File: config.mk
export PLATFORM = sky130hd
export DESIGN_NAME = lru_key_value_cache_flat
export DESIGN_NICKNAME = d
export VERILOG_FILES = /design/src/lkvc_pkg.sv /design/src/lkvc_req_if.sv /design/src/lkvc_rsp_if.sv /design/src/lkvc_regs.sv /design/src/lkvc_ctrl.sv /design/src/lkvc_datapath.sv /design/src/lru_key_value_cache.sv /design/src/flat_wrapper.sv
export SDC_FILE = /design/constraint.sdc
export NUM_CORES = 2
export LEC_CHECK = 0
export ABC_CLOCK_PERIOD_IN_PS = 6400
export BUFFER_PORTS_ARGS = -buffer_cell sky130_fd_sc_hd__buf_2
export CELL_PAD_IN_SITES_DETAIL_PLACEMENT = 0
export CELL_PAD_IN_SITES_GLOBAL_PLACEMENT = 1
export CORE_MARGIN = 5
export CORE_UTILIZATION = 45
export CTS_BUF_LIST = sky130_fd_sc_hd__clkbuf_8
export DETAILED_ROUTE_END_ITERATION = 10
export PLACE_DENSITY = 0.79
export SYNTH_ARGS = -nofsm -noshare
export SYNTH_HDL_FRONTEND = slang
export SYNTH_SLANG_ARGS = --single-unit
File: constraint.sdc
create_clock -name clk_i -period 6.4 [get_ports clk_i]
set_clock_uncertainty 0.15 [all_clocks]
set_input_delay 0.64 -clock clk_i [delete_from_list [all_inputs] [get_ports clk_i]]
set_output_delay 0.64 -clock clk_i [all_outputs]
set_load 0.03 [all_outputs]
File: src/lkvc_pkg.sv
// ----------------------------------------------------------------------------
// lkvc_pkg
// Shared types and constants for the LRU key/value cache.
// ----------------------------------------------------------------------------
package lkvc_pkg;

  localparam int unsigned DATA_W     = 32;
  localparam int unsigned KEY_IN_W   = 32;
  localparam int unsigned CFG_W      = 5;
  localparam int unsigned APB_W      = 32;
  localparam int unsigned PADDR_W    = 3;
  localparam int unsigned REG_IDX_W  = PADDR_W - 2;

  localparam logic [CFG_W-1:0]     ACTIVE_RESET       = 5'd16;
  localparam logic [REG_IDX_W-1:0] REG_ACTIVE_ENTRIES = 1'b0;

  localparam logic OP_GET = 1'b0;
  localparam logic OP_PUT = 1'b1;

  typedef enum logic [2:0] {
    S_IDLE   = 3'b001,
    S_LOOKUP = 3'b010,
    S_UPDATE = 3'b100
  } lkvc_state_e;

  typedef struct packed {
    logic capture;
    logic lookup;
    logic commit;
  } lkvc_cmd_t;

endpackage

File: src/lkvc_req_if.sv
// ----------------------------------------------------------------------------
// lkvc_req_if
// Request channel: get or put with key and value.
// ----------------------------------------------------------------------------
interface lkvc_req_if;
  logic        valid;
  logic        ready;
  logic        operation;
  logic [31:0] lookup_key;
  logic [31:0] write_value;

  modport source (output valid, output operation, output lookup_key,
                  output write_value, input ready);
  modport sink   (input valid, input operation, input lookup_key,
                  input write_value, output ready);
endinterface

File: src/lkvc_rsp_if.sv
// ----------------------------------------------------------------------------
// lkvc_rsp_if
// Response channel: hit flag and read value.
// ----------------------------------------------------------------------------
interface lkvc_rsp_if;
  logic        valid;
  logic        ready;
  logic        hit;
  logic [31:0] read_value;

  modport source (output valid, output hit, output read_value, input ready);
  modport sink   (input valid, input hit, input read_value, output ready);
endinterface

File: src/lkvc_regs.sv
// ----------------------------------------------------------------------------
// lkvc_regs
// APB register slice holding active_entries and the clamped capacity.
// ----------------------------------------------------------------------------
module lkvc_regs
  import lkvc_pkg::*;
#(
  parameter int unsigned ENTRIES = 16,
  parameter int unsigned OCC_W   = $clog2(ENTRIES + 1)
) (
  input  logic               clk_i,
  input  logic               rst_ni,
  input  logic               psel,
  input  logic               penable,
  input  logic               pwrite,
  input  logic [PADDR_W-1:0] paddr,
  input  logic [APB_W-1:0]   pwdata,
  output logic [APB_W-1:0]   prdata,
  output logic               pready,
  output logic [OCC_W-1:0]   capacity_o
);

  logic [CFG_W-1:0]     active_q, active_d;
  logic [REG_IDX_W-1:0] reg_idx;
  logic [8:0]           active_ext;

  assign reg_idx = paddr[PADDR_W-1:2];
  assign pready  = 1'b1;

  always_comb begin
    active_d = active_q;
    if (psel && penable && pwrite && pready && (reg_idx == REG_ACTIVE_ENTRIES)) begin
      active_d = pwdata[CFG_W-1:0];
    end
  end

  always_ff @(posedge clk_i or negedge rst_ni) begin
    if (!rst_ni) begin
      active_q <= ACTIVE_RESET;
    end else begin
      active_q <= active_d;
    end
  end

  always_comb begin
    prdata = '0;
    if (reg_idx == REG_ACTIVE_ENTRIES) begin
      prdata = {{(APB_W-CFG_W){1'b0}}, active_q};
    end
  end

  // zero acts as one, anything above the store size acts as the store size
  assign active_ext = {{(9-CFG_W){1'b0}}, active_q};

  always_comb begin
    if (active_q == '0) begin
      capacity_o = OCC_W'(1);
    end else if (active_ext > 9'(ENTRIES)) begin
      capacity_o = OCC_W'(ENTRIES);
    end else begin
      capacity_o = OCC_W'(active_ext);
    end
  end

endmodule

File: src/lkvc_ctrl.sv
// ----------------------------------------------------------------------------
// lkvc_ctrl
// Sequencer: accept, look up, commit, and output register valid.
// ----------------------------------------------------------------------------
module lkvc_ctrl
  import lkvc_pkg::*;
(
  input  logic      clk_i,
  input  logic      rst_ni,
  input  logic      in_valid_i,
  output logic      in_ready_o,
  output logic      out_valid_o,
  input  logic      out_ready_i,
  output lkvc_cmd_t cmd_o
);

  lkvc_state_e state_q, state_d;
  logic        out_valid_q, out_valid_d;
  logic        out_load;
  logic        accept;

  assign out_load   = (state_q == S_UPDATE) && (!out_valid_q || out_ready_i);
  assign in_ready_o = (state_q == S_IDLE) || out_load;
  assign accept     = in_valid_i && in_ready_o;

  assign cmd_o.capture = accept;
  assign cmd_o.lookup  = (state_q == S_LOOKUP);
  assign cmd_o.commit  = out_load;

  assign out_valid_o = out_valid_q;

  always_comb begin
    state_d = state_q;
    case (state_q)
      S_IDLE: begin
        if (accept) state_d = S_LOOKUP;
      end
      S_LOOKUP: begin
        state_d = S_UPDATE;
      end
      S_UPDATE: begin
        if (out_load) state_d = accept ? S_LOOKUP : S_IDLE;
      end
      default: begin
        state_d = S_IDLE;
      end
    endcase
  end

  always_comb begin
    out_valid_d = out_valid_q;
    if (out_load) begin
      out_valid_d = 1'b1;
    end else if (out_ready_i) begin
      out_valid_d = 1'b0;
    end
  end

  always_ff @(posedge clk_i or negedge rst_ni) begin
    if (!rst_ni) begin
      state_q     <= S_IDLE;
      out_valid_q <= 1'b0;
    end else begin
      state_q     <= state_d;
      out_valid_q <= out_valid_d;
    end
  end

endmodule

File: src/lkvc_datapath.sv
// ----------------------------------------------------------------------------
// lkvc_datapath
// Entry store, key compare, age ranks and result register.
// ----------------------------------------------------------------------------
module lkvc_datapath
  import lkvc_pkg::*;
#(
  parameter int unsigned ENTRIES  = 16,
  parameter int unsigned KEY_BITS = 32,
  parameter int unsigned OCC_W    = $clog2(ENTRIES + 1)
) (
  input  logic                clk_i,
  input  logic                rst_ni,
  input  lkvc_cmd_t           cmd_i,
  input  logic                operation_i,
  input  logic [KEY_IN_W-1:0] lookup_key_i,
  input  logic [DATA_W-1:0]   write_value_i,
  input  logic [OCC_W-1:0]    capacity_i,
  output logic                hit_o,
  output logic [DATA_W-1:0]   read_value_o
);

  localparam int unsigned KW = (KEY_BITS < KEY_IN_W) ? KEY_BITS : KEY_IN_W;
  localparam int unsigned RW = (ENTRIES > 1) ? $clog2(ENTRIES) : 1;

  logic              op_q;
  logic [KW-1:0]     key_q;
  logic [DATA_W-1:0] val_q;

  logic              valid_q [ENTRIES];
  logic [RW-1:0]     rank_q  [ENTRIES];
  logic [KW-1:0]     key_arr [ENTRIES];
  logic [DATA_W-1:0] val_arr [ENTRIES];
  logic [OCC_W-1:0]  occ_q;

  logic [ENTRIES-1:0] match_q, match_d;
  logic [ENTRIES-1:0] victim_q, victim_d;
  logic               full_q;

  logic [RW-1:0]      occ_last;
  logic               hit;
  logic [RW-1:0]      rank_hit;
  logic [DATA_W-1:0]  val_hit;
  logic               evict, insert, touch_en;
  logic [ENTRIES-1:0] sel;
  logic [RW-1:0]      rank_ref;

  logic              hit_q;
  logic [DATA_W-1:0] rdata_q;

  assign occ_last = RW'(occ_q - 1'b1);

  always_ff @(posedge clk_i) begin
    if (cmd_i.capture) begin
      op_q  <= operation_i;
      key_q <= lookup_key_i[KW-1:0];
      val_q <= write_value_i;
    end
  end

  // compare stage
  always_comb begin
    for (int i = 0; i < ENTRIES; i++) begin
      match_d[i]  = valid_q[i] && (key_arr[i] == key_q);
      victim_d[i] = valid_q[i] && (rank_q[i] == occ_last);
    end
  end

  always_ff @(posedge clk_i) begin
    if (cmd_i.lookup) begin
      match_q  <= match_d;
      victim_q <= victim_d;
      full_q   <= (occ_q >= capacity_i);
    end
  end

  // commit stage: at most one entry matches, so an OR collects its fields
  always_comb begin
    rank_hit = '0;
    val_hit  = '0;
    for (int i = 0; i < ENTRIES; i++) begin
      if (match_q[i]) begin
        rank_hit = rank_hit | rank_q[i];
        val_hit  = val_hit | val_arr[i];
      end
    end
  end

  assign hit      = |match_q;
  assign evict    = !hit && (op_q == OP_PUT) && full_q;
  assign insert   = !hit && (op_q == OP_PUT) && !full_q;
  assign touch_en = hit || (op_q == OP_PUT);

  always_comb begin
    for (int i = 0; i < ENTRIES; i++) begin
      if (hit) begin
        sel[i] = match_q[i];
      end else if (evict) begin
        sel[i] = victim_q[i];
      end else begin
        sel[i] = (OCC_W'(i) == occ_q);
      end
    end
  end

  always_comb begin
    if (hit) begin
      rank_ref = rank_hit;
    end else if (evict) begin
      rank_ref = occ_last;
    end else begin
      rank_ref = RW'(occ_q);
    end
  end

  always_ff @(posedge clk_i or negedge rst_ni) begin
    if (!rst_ni) begin
      for (int i = 0; i < ENTRIES; i++) begin
        valid_q[i] <= 1'b0;
        rank_q[i]  <= '0;
      end
      occ_q <= '0;
    end else if (cmd_i.commit) begin
      for (int i = 0; i < ENTRIES; i++) begin
        if (touch_en) begin
          if (sel[i]) begin
            rank_q[i] <= '0;
          end else if (valid_q[i] && (rank_q[i] < rank_ref)) begin
            rank_q[i] <= rank_q[i] + 1'b1;
          end
        end
        if (insert && sel[i]) valid_q[i] <= 1'b1;
      end
      if (insert) occ_q <= occ_q + 1'b1;
    end
  end

  always_ff @(posedge clk_i) begin
    if (cmd_i.commit) begin
      for (int i = 0; i < ENTRIES; i++) begin
        if (sel[i] && (op_q == OP_PUT)) val_arr[i] <= val_q;
        if (sel[i] && (evict || insert)) key_arr[i] <= key_q;
      end
      hit_q   <= hit;
      rdata_q <= (hit && (op_q == OP_GET)) ? val_hit : '0;
    end
  end

  assign hit_o        = hit_q;
  assign read_value_o = rdata_q;

endmodule

File: src/lru_key_value_cache.sv
// ----------------------------------------------------------------------------
// lru_key_value_cache
// Fully associative key/value cache with least-recently-used replacement.
// ----------------------------------------------------------------------------
//  channel | dir | handshake     | payload
//  --------+-----+---------------+--------------------------------------------
//  req     | in  | valid / ready | operation, lookup_key, write_value
//  rsp     | out | valid / ready | hit, read_value
//  apb     | in  | psel/penable  | paddr, pwdata, pwrite -> prdata, pready
//
//  Each transfer has a compare cycle over all keys, then a
//  commit cycle that updates ranks and loads the result register.
//  A new request is taken in the commit cycle of the one before it.
//  Reset clears valid bits, ranks and occupancy at once; no clearing pass.
//  A stalled response holds the commit cycle once the result register is full.
// ----------------------------------------------------------------------------
module lru_key_value_cache
  import lkvc_pkg::*;
#(
  parameter int unsigned ENTRIES  = 16,
  parameter int unsigned KEY_BITS = 32
) (
  input  logic               clk_i,
  input  logic               rst_ni,
  lkvc_req_if.sink           req,
  lkvc_rsp_if.source         rsp,
  input  logic               psel,
  input  logic               penable,
  input  logic               pwrite,
  input  logic [PADDR_W-1:0] paddr,
  input  logic [APB_W-1:0]   pwdata,
  output logic [APB_W-1:0]   prdata,
  output logic               pready
);

  localparam int unsigned OCC_W = $clog2(ENTRIES + 1);

  lkvc_cmd_t        cmd;
  logic [OCC_W-1:0] capacity;

  lkvc_regs #(
    .ENTRIES (ENTRIES),
    .OCC_W   (OCC_W)
  ) u_regs (
    .clk_i      (clk_i),
    .rst_ni     (rst_ni),
    .psel       (psel),
    .penable    (penable),
    .pwrite     (pwrite),
    .paddr      (paddr),
    .pwdata     (pwdata),
    .prdata     (prdata),
    .pready     (pready),
    .capacity_o (capacity)
  );

  lkvc_ctrl u_ctrl (
    .clk_i       (clk_i),
    .rst_ni      (rst_ni),
    .in_valid_i  (req.valid),
    .in_ready_o  (req.ready),
    .out_valid_o (rsp.valid),
    .out_ready_i (rsp.ready),
    .cmd_o       (cmd)
  );

  lkvc_datapath #(
    .ENTRIES  (ENTRIES),
    .KEY_BITS (KEY_BITS),
    .OCC_W    (OCC_W)
  ) u_datapath (
    .clk_i         (clk_i),
    .rst_ni        (rst_ni),
    .cmd_i         (cmd),
    .operation_i   (req.operation),
    .lookup_key_i  (req.lookup_key),
    .write_value_i (req.write_value),
    .capacity_i    (capacity),
    .hit_o         (rsp.hit),
    .read_value_o  (rsp.read_value)
  );

endmodule

File: src/flat_wrapper.sv
// flat-port wrapper written by rule: the top's interface ports become plain ports
module lru_key_value_cache_flat import lkvc_pkg::*;
#(
  parameter int unsigned ENTRIES  = 16,
  parameter int unsigned KEY_BITS = 32
)
  (clk_i, rst_ni, psel, penable, pwrite, paddr, pwdata, prdata, pready, req_valid, req_operation, req_lookup_key, req_write_value, req_ready, rsp_valid, rsp_hit, rsp_read_value, rsp_ready);
  lkvc_req_if req_i ();
  lkvc_rsp_if rsp_i ();
  input  logic clk_i;
  input  logic rst_ni;
  input  logic psel;
  input  logic penable;
  input  logic pwrite;
  input  logic [PADDR_W-1:0] paddr;
  input  logic [APB_W-1:0] pwdata;
  output logic [APB_W-1:0] prdata;
  output logic pready;
  input wire logic [$bits(req_i.valid)-1:0] req_valid;
  input wire logic [$bits(req_i.operation)-1:0] req_operation;
  input wire logic [$bits(req_i.lookup_key)-1:0] req_lookup_key;
  input wire logic [$bits(req_i.write_value)-1:0] req_write_value;
  output wire logic [$bits(req_i.ready)-1:0] req_ready;
  output wire logic [$bits(rsp_i.valid)-1:0] rsp_valid;
  output wire logic [$bits(rsp_i.hit)-1:0] rsp_hit;
  output wire logic [$bits(rsp_i.read_value)-1:0] rsp_read_value;
  input wire logic [$bits(rsp_i.ready)-1:0] rsp_ready;
  assign req_i.valid = req_valid;
  assign req_i.operation = req_operation;
  assign req_i.lookup_key = req_lookup_key;
  assign req_i.write_value = req_write_value;
  assign req_ready = req_i.ready;
  assign rsp_valid = rsp_i.valid;
  assign rsp_hit = rsp_i.hit;
  assign rsp_read_value = rsp_i.read_value;
  assign rsp_i.ready = rsp_ready;
  lru_key_value_cache #(.ENTRIES(ENTRIES), .KEY_BITS(KEY_BITS)) u_core (.clk_i(clk_i), .rst_ni(rst_ni), .req(req_i), .rsp(rsp_i), .psel(psel), .penable(penable), .pwrite(pwrite), .paddr(paddr), .pwdata(pwdata), .prdata(prdata), .pready(pready));
endmodule
## Word level (Yosys, flattened, before mapping)

Memories as Yosys holds them, arrays and structs flattened.
Index checks and enable logic that the tools add are counted.

- Output and inout bits: 68
- Word-level logic and storage cells: 535
- Bits in writable memories: 1024
- Memories: 2
- Flip-flop bits (word level): 225
- Input port bits: 107

Memories:

| name | depth | width | read ports | clocked after Yosys merged registers in | write ports | line | text |
|---|---|---|---|---|---|---|---|
| u_core.u_datapath.key_arr | 16 | 32 | 16 | 0 | 16 | lkvc_datapath.sv:32 | `logic [KW-1:0] key_arr [ENTRIES];` |
| u_core.u_datapath.val_arr | 16 | 32 | 16 | 0 | 16 | lkvc_datapath.sv:33 | `logic [DATA_W-1:0] val_arr [ENTRIES];` |

- Equal/unequal tests: 52
- Reduce and logical (&&, ||, !) cells: 166
- $lt $le $gt $ge: 18
- Add/subtract/negate cells: 18
- Muxes and demuxes: 203
- Bitwise operators: 32

Operators by type and width:

| kind | number |
|---|---|
| $eq 32x32->1 | 16 |
| $mux 32 | 16 |
| $or 32x32->32 | 15 |
| $mux 4 | 50 |
| $mux 1 | 130 |
| $logic_and 1x1->1 | 105 |
| $add 4x1->4 const B | 16 |
| $eq 4x4->1 | 16 |
| $lt 4x4->1 | 16 |
| $or 4x4->4 | 15 |
| $reduce_and 3->1 | 16 |
| $eq 4x5->1 const A | 8 |
| $reduce_and 2->1 | 18 |
| $reduce_bool 2->1 | 17 |
| $eq 3x5->1 const A | 4 |
| $reduce_or 16->1 | 1 |
| $mux 5 | 3 |
| $eq 2x5->1 const A | 2 |
| $logic_not 5->1 | 2 |
| $pmux 3 s3 | 1 |
| $mux 3 | 2 |
| $add 5x1->5 const B | 1 |
| $eq 1x5->1 const A | 1 |
| $ge 5x5->1 | 1 |
| other kinds (10) | 17 |

## Depth between registers and ports, before layout

- Depth after elaboration: 36
- Gate-level depth with buffers: 15
- Mapped depth without buffers: 12

## Cells and area by module

A second synthesis with hierarchy kept.

- Cell total of the unflattened synthesis: 3247
- Area, all modules: 51836.0 um2

Modules (own cells, without submodules):

| module | instances | area each (um2) | cells each | sequential area each (um2) |
|---|---|---|---|---|
| lkvc_datapath | 1 | 51102.8 | 3169 | 36810.3 |
| lkvc_regs | 1 | 500.5 | 53 | 126.4 |
| lkvc_ctrl | 1 | 232.7 | 25 | 101.3 |

## Worst setup path before layout

No wires, ideal clock.

- Kind: input-to-reg
- Start point: input rsp_ready
- End point: memory u_core.u_datapath.key_arr[1][0] (netlist name) (enable)
- Setup time: 0.421 ns
- Arrival: 5.568 ns
- Cell stages on the path: 5
- Path slack: 0.260 ns
- Cell sequence: nor2b_1 -> nor3_1 -> nand3_1 -> clkbuf_1 -> nor2_1

RTL lines:

| item | line | text |
|---|---|---|
| start: declaration | flat_wrapper.sv:27 | `input wire logic [$bits(rsp_i.ready)-1:0] rsp_ready;` |
| end: declaration | lkvc_datapath.sv:32 |  |

## Worst setup path after layout

- Start point: register u_core.u_datapath.match_q[10]
- End point: register u_core.u_datapath.rank_q[43] (netlist name)

- Word-level cells in the longest chain between the ends: 16
- Elaborated cells between the ends (all ways): 25

Ends and longest elaborated chain:

| item | line | text |
|---|---|---|
| start: declaration | lkvc_datapath.sv:36 | `logic [ENTRIES-1:0] match_q, match_d;` |
| start signal: assignment | lkvc_datapath.sv:71 | `match_q <= match_d;` |
| $mux 4 | lkvc_datapath.sv:82 | `if (match_q[i]) begin` |
| $or 4x4->4 | lkvc_datapath.sv:83 | `rank_hit = rank_hit \| rank_q[i];` |
| $mux 4 | lkvc_datapath.sv:82 |  |
| $or 4x4->4 | lkvc_datapath.sv:83 |  |
| $mux 4 | lkvc_datapath.sv:82 |  |
| $or 4x4->4 | lkvc_datapath.sv:83 |  |
| $mux 4 | lkvc_datapath.sv:82 |  |
| $or 4x4->4 | lkvc_datapath.sv:83 |  |
| $mux 4 | lkvc_datapath.sv:82 |  |
| $or 4x4->4 | lkvc_datapath.sv:83 |  |
| $mux 4 | lkvc_datapath.sv:82 |  |
| $mux 4 | lkvc_datapath.sv:107 | `if (hit) begin` |
| $lt 4x4->1 | lkvc_datapath.sv:128 | `end else if (valid_q[i] && (rank_q[i] < rank_ref)) begin` |
| $logic_and 1x1->1 | lkvc_datapath.sv:128 |  |
| $reduce_bool 2->1 (no line) | -- |  |
| $reduce_and 3->1 (no line) | -- |  |
| end signal: indexed assignment | lkvc_datapath.sv:129 | `rank_q[i] <= rank_q[i] + 1'b1;` |
| end: declaration | lkvc_datapath.sv:31 | `logic [RW-1:0] rank_q [ENTRIES];` |

Several ways; a longest one is shown, not always the timed one.
A chain may end at the register's enable or synchronous reset.

==> metrics.sh <==
TIMING.HOLD.WORST_PATH_DEPTH=3
TRITONCTS.NUM_BUFFERS=190
LAYOUT_MIN_CYCLE_TIME_PS=4430
RESIDUAL_DRC=0
PORTBUFFERS=117
CLKSINKCOUNT=1249
HOLD_PATH_CLASS='input port to flip-flop'
GRT_UTIL_ALL_LAYERS_PCT=22.2
ANTENNA_FOUND_INITIAL=1
CTSHTREEMAXLEVEL=4
PLACEMENT_ROW_COUNT=124
CORE_UM2=114000
POST_LAYOUT_NONFILLER_INSTANCES=5259
SETUP.WORST_PATH.CLASS='flip-flop to flip-flop'
POSTSYNTHREGISTERBITS=1249
FIRST_GLOBAL_VIAS=30500
STARTPOINT_OF_THE_LOWEST_SLACK_HOLD_PATH='pwrite'
DIE_H_UM=349
TNS_PS=0
MAX-CLOCK-PATH-BUFFERS=3
WORST_SKEW_PAIR.LATE_LATENCY_PS=870
NET_TOTAL_IN_THE_FINAL_LAYOUT=3783
MAX_SLEW_MARGIN_PCT=19.7
MOST_USED_DFF_POST_SYNTH='edfxtp_1'
REG2REG_FROM='u_core.u_datapath.match_q[10]'
MAXCAPVIOLATIONS=0
NUMBER_OF_FLOPS_MAPPED_TO_ENABLE_CELLS_BY_YOSYS=1155
FINAL_LAYOUT_SIZE_SUFFIX_GT1_SHARE_PCT=14.5
DRT_FIRST_PASS_ITERS=6
LAYOUT_COMMONEST_CELL='edfxtp_1'
DIE_AREA_UM2=121000
GRT_OVERFLOW_TOTAL=0
GRT_PASS1_WL_MM=201
FINAL_CELL_MIX='edfxtp_1, xnor2_1, clkbuf_8, buf_4, nand4_1'
POSTCTSSETUPBUFFERS=0
TIMING.REG2REG.SETUP_SLACK_PS=1970
CRIT_PATH_START_KIND='flip-flop'
YS_SEQ_AREA_SHARE_PCT=71.8
END_KIND='flip-flop'
ACHIEVABLE-FREQUENCY_MHz=226
POWER.LEAKAGE_nW=20.0
WORST_EP_REQUIRED_TIME_PS=7030
GRT_START_MAX_NET_PINS=52
DRT-WIRELENGTH-PER-CELL_UM=26.2
DIE_W_UM=349
REPORT.FINAL.SETUP_VIOL=0
PLACE_INST=4848
CLK_PIN_SLEW_WORST_PATHS_PS=60
IO_PINS=175
TRITONCTS='built'
SYNTHTOPCELLSBYAREA='edfxtp_1, xnor2_1, dfrtp_1, xor2_1, a22o_1'
IR_WORST_VDD_mV=0.301
ROUTE.DETAILED.VIAS_PER_INST=5.83
GRT_SETUP_UNREPAIRED='false'
TIMING.RR.END='u_core.u_datapath.rank_q[43]'
MIN_TO='u_core.u_regs.active_q[1]'
FINALCOREUTILIZATION_PCT=51.5
POSTSYNTHAREAPERCELL_UM2=15.8
CRITPATHARRIVALTIME_PS=5060
RESULT_OF_THE_RUN='completed'
ANTENNA_VIOLATING_NETS_POST_ROUTE=0
POST-SYNTH-TOP-AREA-FRACTION_PCT=67.3
SYNTH_AREA_UM2=51600
FINAL_GP_CONGESTION=0.874
FINALCRITPERIODSHARE_PCT=69.2
CRIT_FANOUT=14
CTS_ROOT_BUF='clkbuf_8'
SYNTHESIS_TO_FINISH_AREA_GROWTH_PCT=13.9
SYNTHCELLS=3256
SYNTH-ASYNC-RESET-RATIO_PCT=7.53
HOLD-WORST-SLACK_PS=206
CELLPOWERDENSITY_nW_PER_UM2=317
WORST-R2R-CELL-COUNT=13
NETLIST.TOP_CELL.BY_AREA='edfxtp_1'
DP_HPWL_MM=78.2
SYNTH-WARNING-COUNT=0
TIMING_WORST_SLEW_PIN_VALUE_PS=1200
FINAL-MAX-SLEW-VIOLATION-COUNT=0
DRT_WL_TOTAL_MM=138
DRTITER0DRC=3528
STARTING_DENSITY_OF_THE_CORE_PCT=45.2
DR_TOTAL_VIAS=30700
FINALHOLDVIOLATIONS=0
YOSYSUNIQUECELLTYPES=58
[area by class of cell]
type,instances,area (um2)
multi-input cells,1823,13900
well taps,1512,1890
diodes,2,5.00
fillers,9310,55300
flip-flops and latches,1249,37000
inverters,18,67.6
repair buffers,319,2300
clock inverters,141,833
clock buffers,195,2680
[Yosys cell counts (5+ instances only)]
cell type,number
a21o_1,43
a21oi_1,18
a221o_1,5
a221oi_1,100
a22o_1,112
a22oi_1,88
a31oi_1,40
a32o_1,10
a32oi_1,11
and2_1,13
and3_1,60
buf_1,22
buf_2,8
buf_4,28
clkbuf_1,132
dfrtp_1,92
edfxtp_1,1155
ha_1,75
inv_1,18
mux2_2,13
nand2_1,75
nand2b_1,11
nand3_1,81
nand4_1,124
nand4b_1,9
nor2_1,70
nor2b_1,36
nor3_1,33
nor4_1,56
nor4b_1,16
o211ai_1,17
o21a_1,17
o21ai_0,39
o21bai_1,9
xnor2_1,471
xor2_1,113
[report_power, final]
part	total [mW]	leakage [nW]	switching [mW]	internal, mW
clock network	6.22	2.04	3.09	3.13
registers	9.89	11.5	0.368	9.53
logic	2.52	6.44	1.68	0.838
[per-stage QoR]
step / cell area (um2) / total power [mW] / worst slack [ps]
6_report: 58800 / 18.6 / 1970
2_1_floorplan: 51700 / 11.4 / 260
4_1_cts: 58800 / 18.7 / 2020
3_3_place_gp: 54500 / 12.5 / 2140
5_1_grt: 58800 / 19.3 / 1720
3_5_place_dp: 54500 / 12.5 / 2050
[flip-flops by register name, summed over array words and instances (netlist names)]
name / cells
u_core.u_regs.active_q: 5
u_core.u_datapath.full_q: 1
u_core.u_datapath.val_arr: 512
u_core.u_datapath.val_q: 32
u_core.u_datapath.key_q: 32
u_core.u_datapath.victim_q: 16
u_core.u_datapath.op_q: 1
u_core.u_datapath.occ_q: 5
u_core.u_ctrl.out_valid_o: 1
u_core.u_datapath.read_value_o: 32
u_core.u_ctrl.state_q: 3
u_core.u_datapath.key_arr: 512
u_core.u_datapath.match_q: 16
u_core.u_datapath.rank_q: 64
u_core.u_datapath.valid_q: 16
u_core.u_datapath.hit_o: 1
[worst max path at each step]
| stage | start | to | slack [ps] | depth (start not counted) |
|---|---|---|---|---|
| after floorplan | rsp_ready | u_core.u_datapath.key_arr[1][0] | 260 | 5 |
| after global placement | u_core.u_datapath.match_q[10] | u_core.u_datapath.rank_q[43] | 2140 | 13 |
| after detailed placement | u_core.u_datapath.match_q[10] | u_core.u_datapath.rank_q[43] | 2050 | 13 |
| after CTS | u_core.u_datapath.match_q[10] | u_core.u_datapath.rank_q[43] | 2020 | 13 |
| after global routing | u_core.u_datapath.match_q[10] | u_core.u_datapath.rank_q[43] | 1720 | 13 |
| final | u_core.u_datapath.match_q[10] | u_core.u_datapath.rank_q[43] | 1970 | 13 |
[metal layers]
layer	global-route usage, %	vias up	part of all wire (%)	routed length [um]
met4	7.17	0	2.7	3780
met5	0	-	0	0
met2	36.1	1429	48	66200
li1	-	13300	-	-
met3	4.28	250	7.9	10900
met1	30.4	15700	41	56700
[cells by family after synthesis]
logic type | synth area share [%]
flops | 71.8
simple gates | 6.39
xor+xnor | 9.92
compound gates | 7.96
buf+inv | 1.78
fa+ha+maj | 1.82
mux | 0.303
other cells | 0.0146
[repair_timing]
action | 4_1_cts | 5_1_grt
resized for setup | 0 | 0
endpoints found under the hold margin | 117 | 0
hold buffers | 73 | 0
[critical path: stages (launching register included)]
cell,delay [ps]
edfxtp_1,900
nor4_1,110
and4_1,250
inv_1,150
nand4_1,110
o22ai_1,810
buf_4,340
ha_1,250
o21a_1,100
o21ai_0,160
a32o_1,170
a21oi_1,80
or4b_2,660
nand3_1,110
Power figures use the tool's default switching activity.
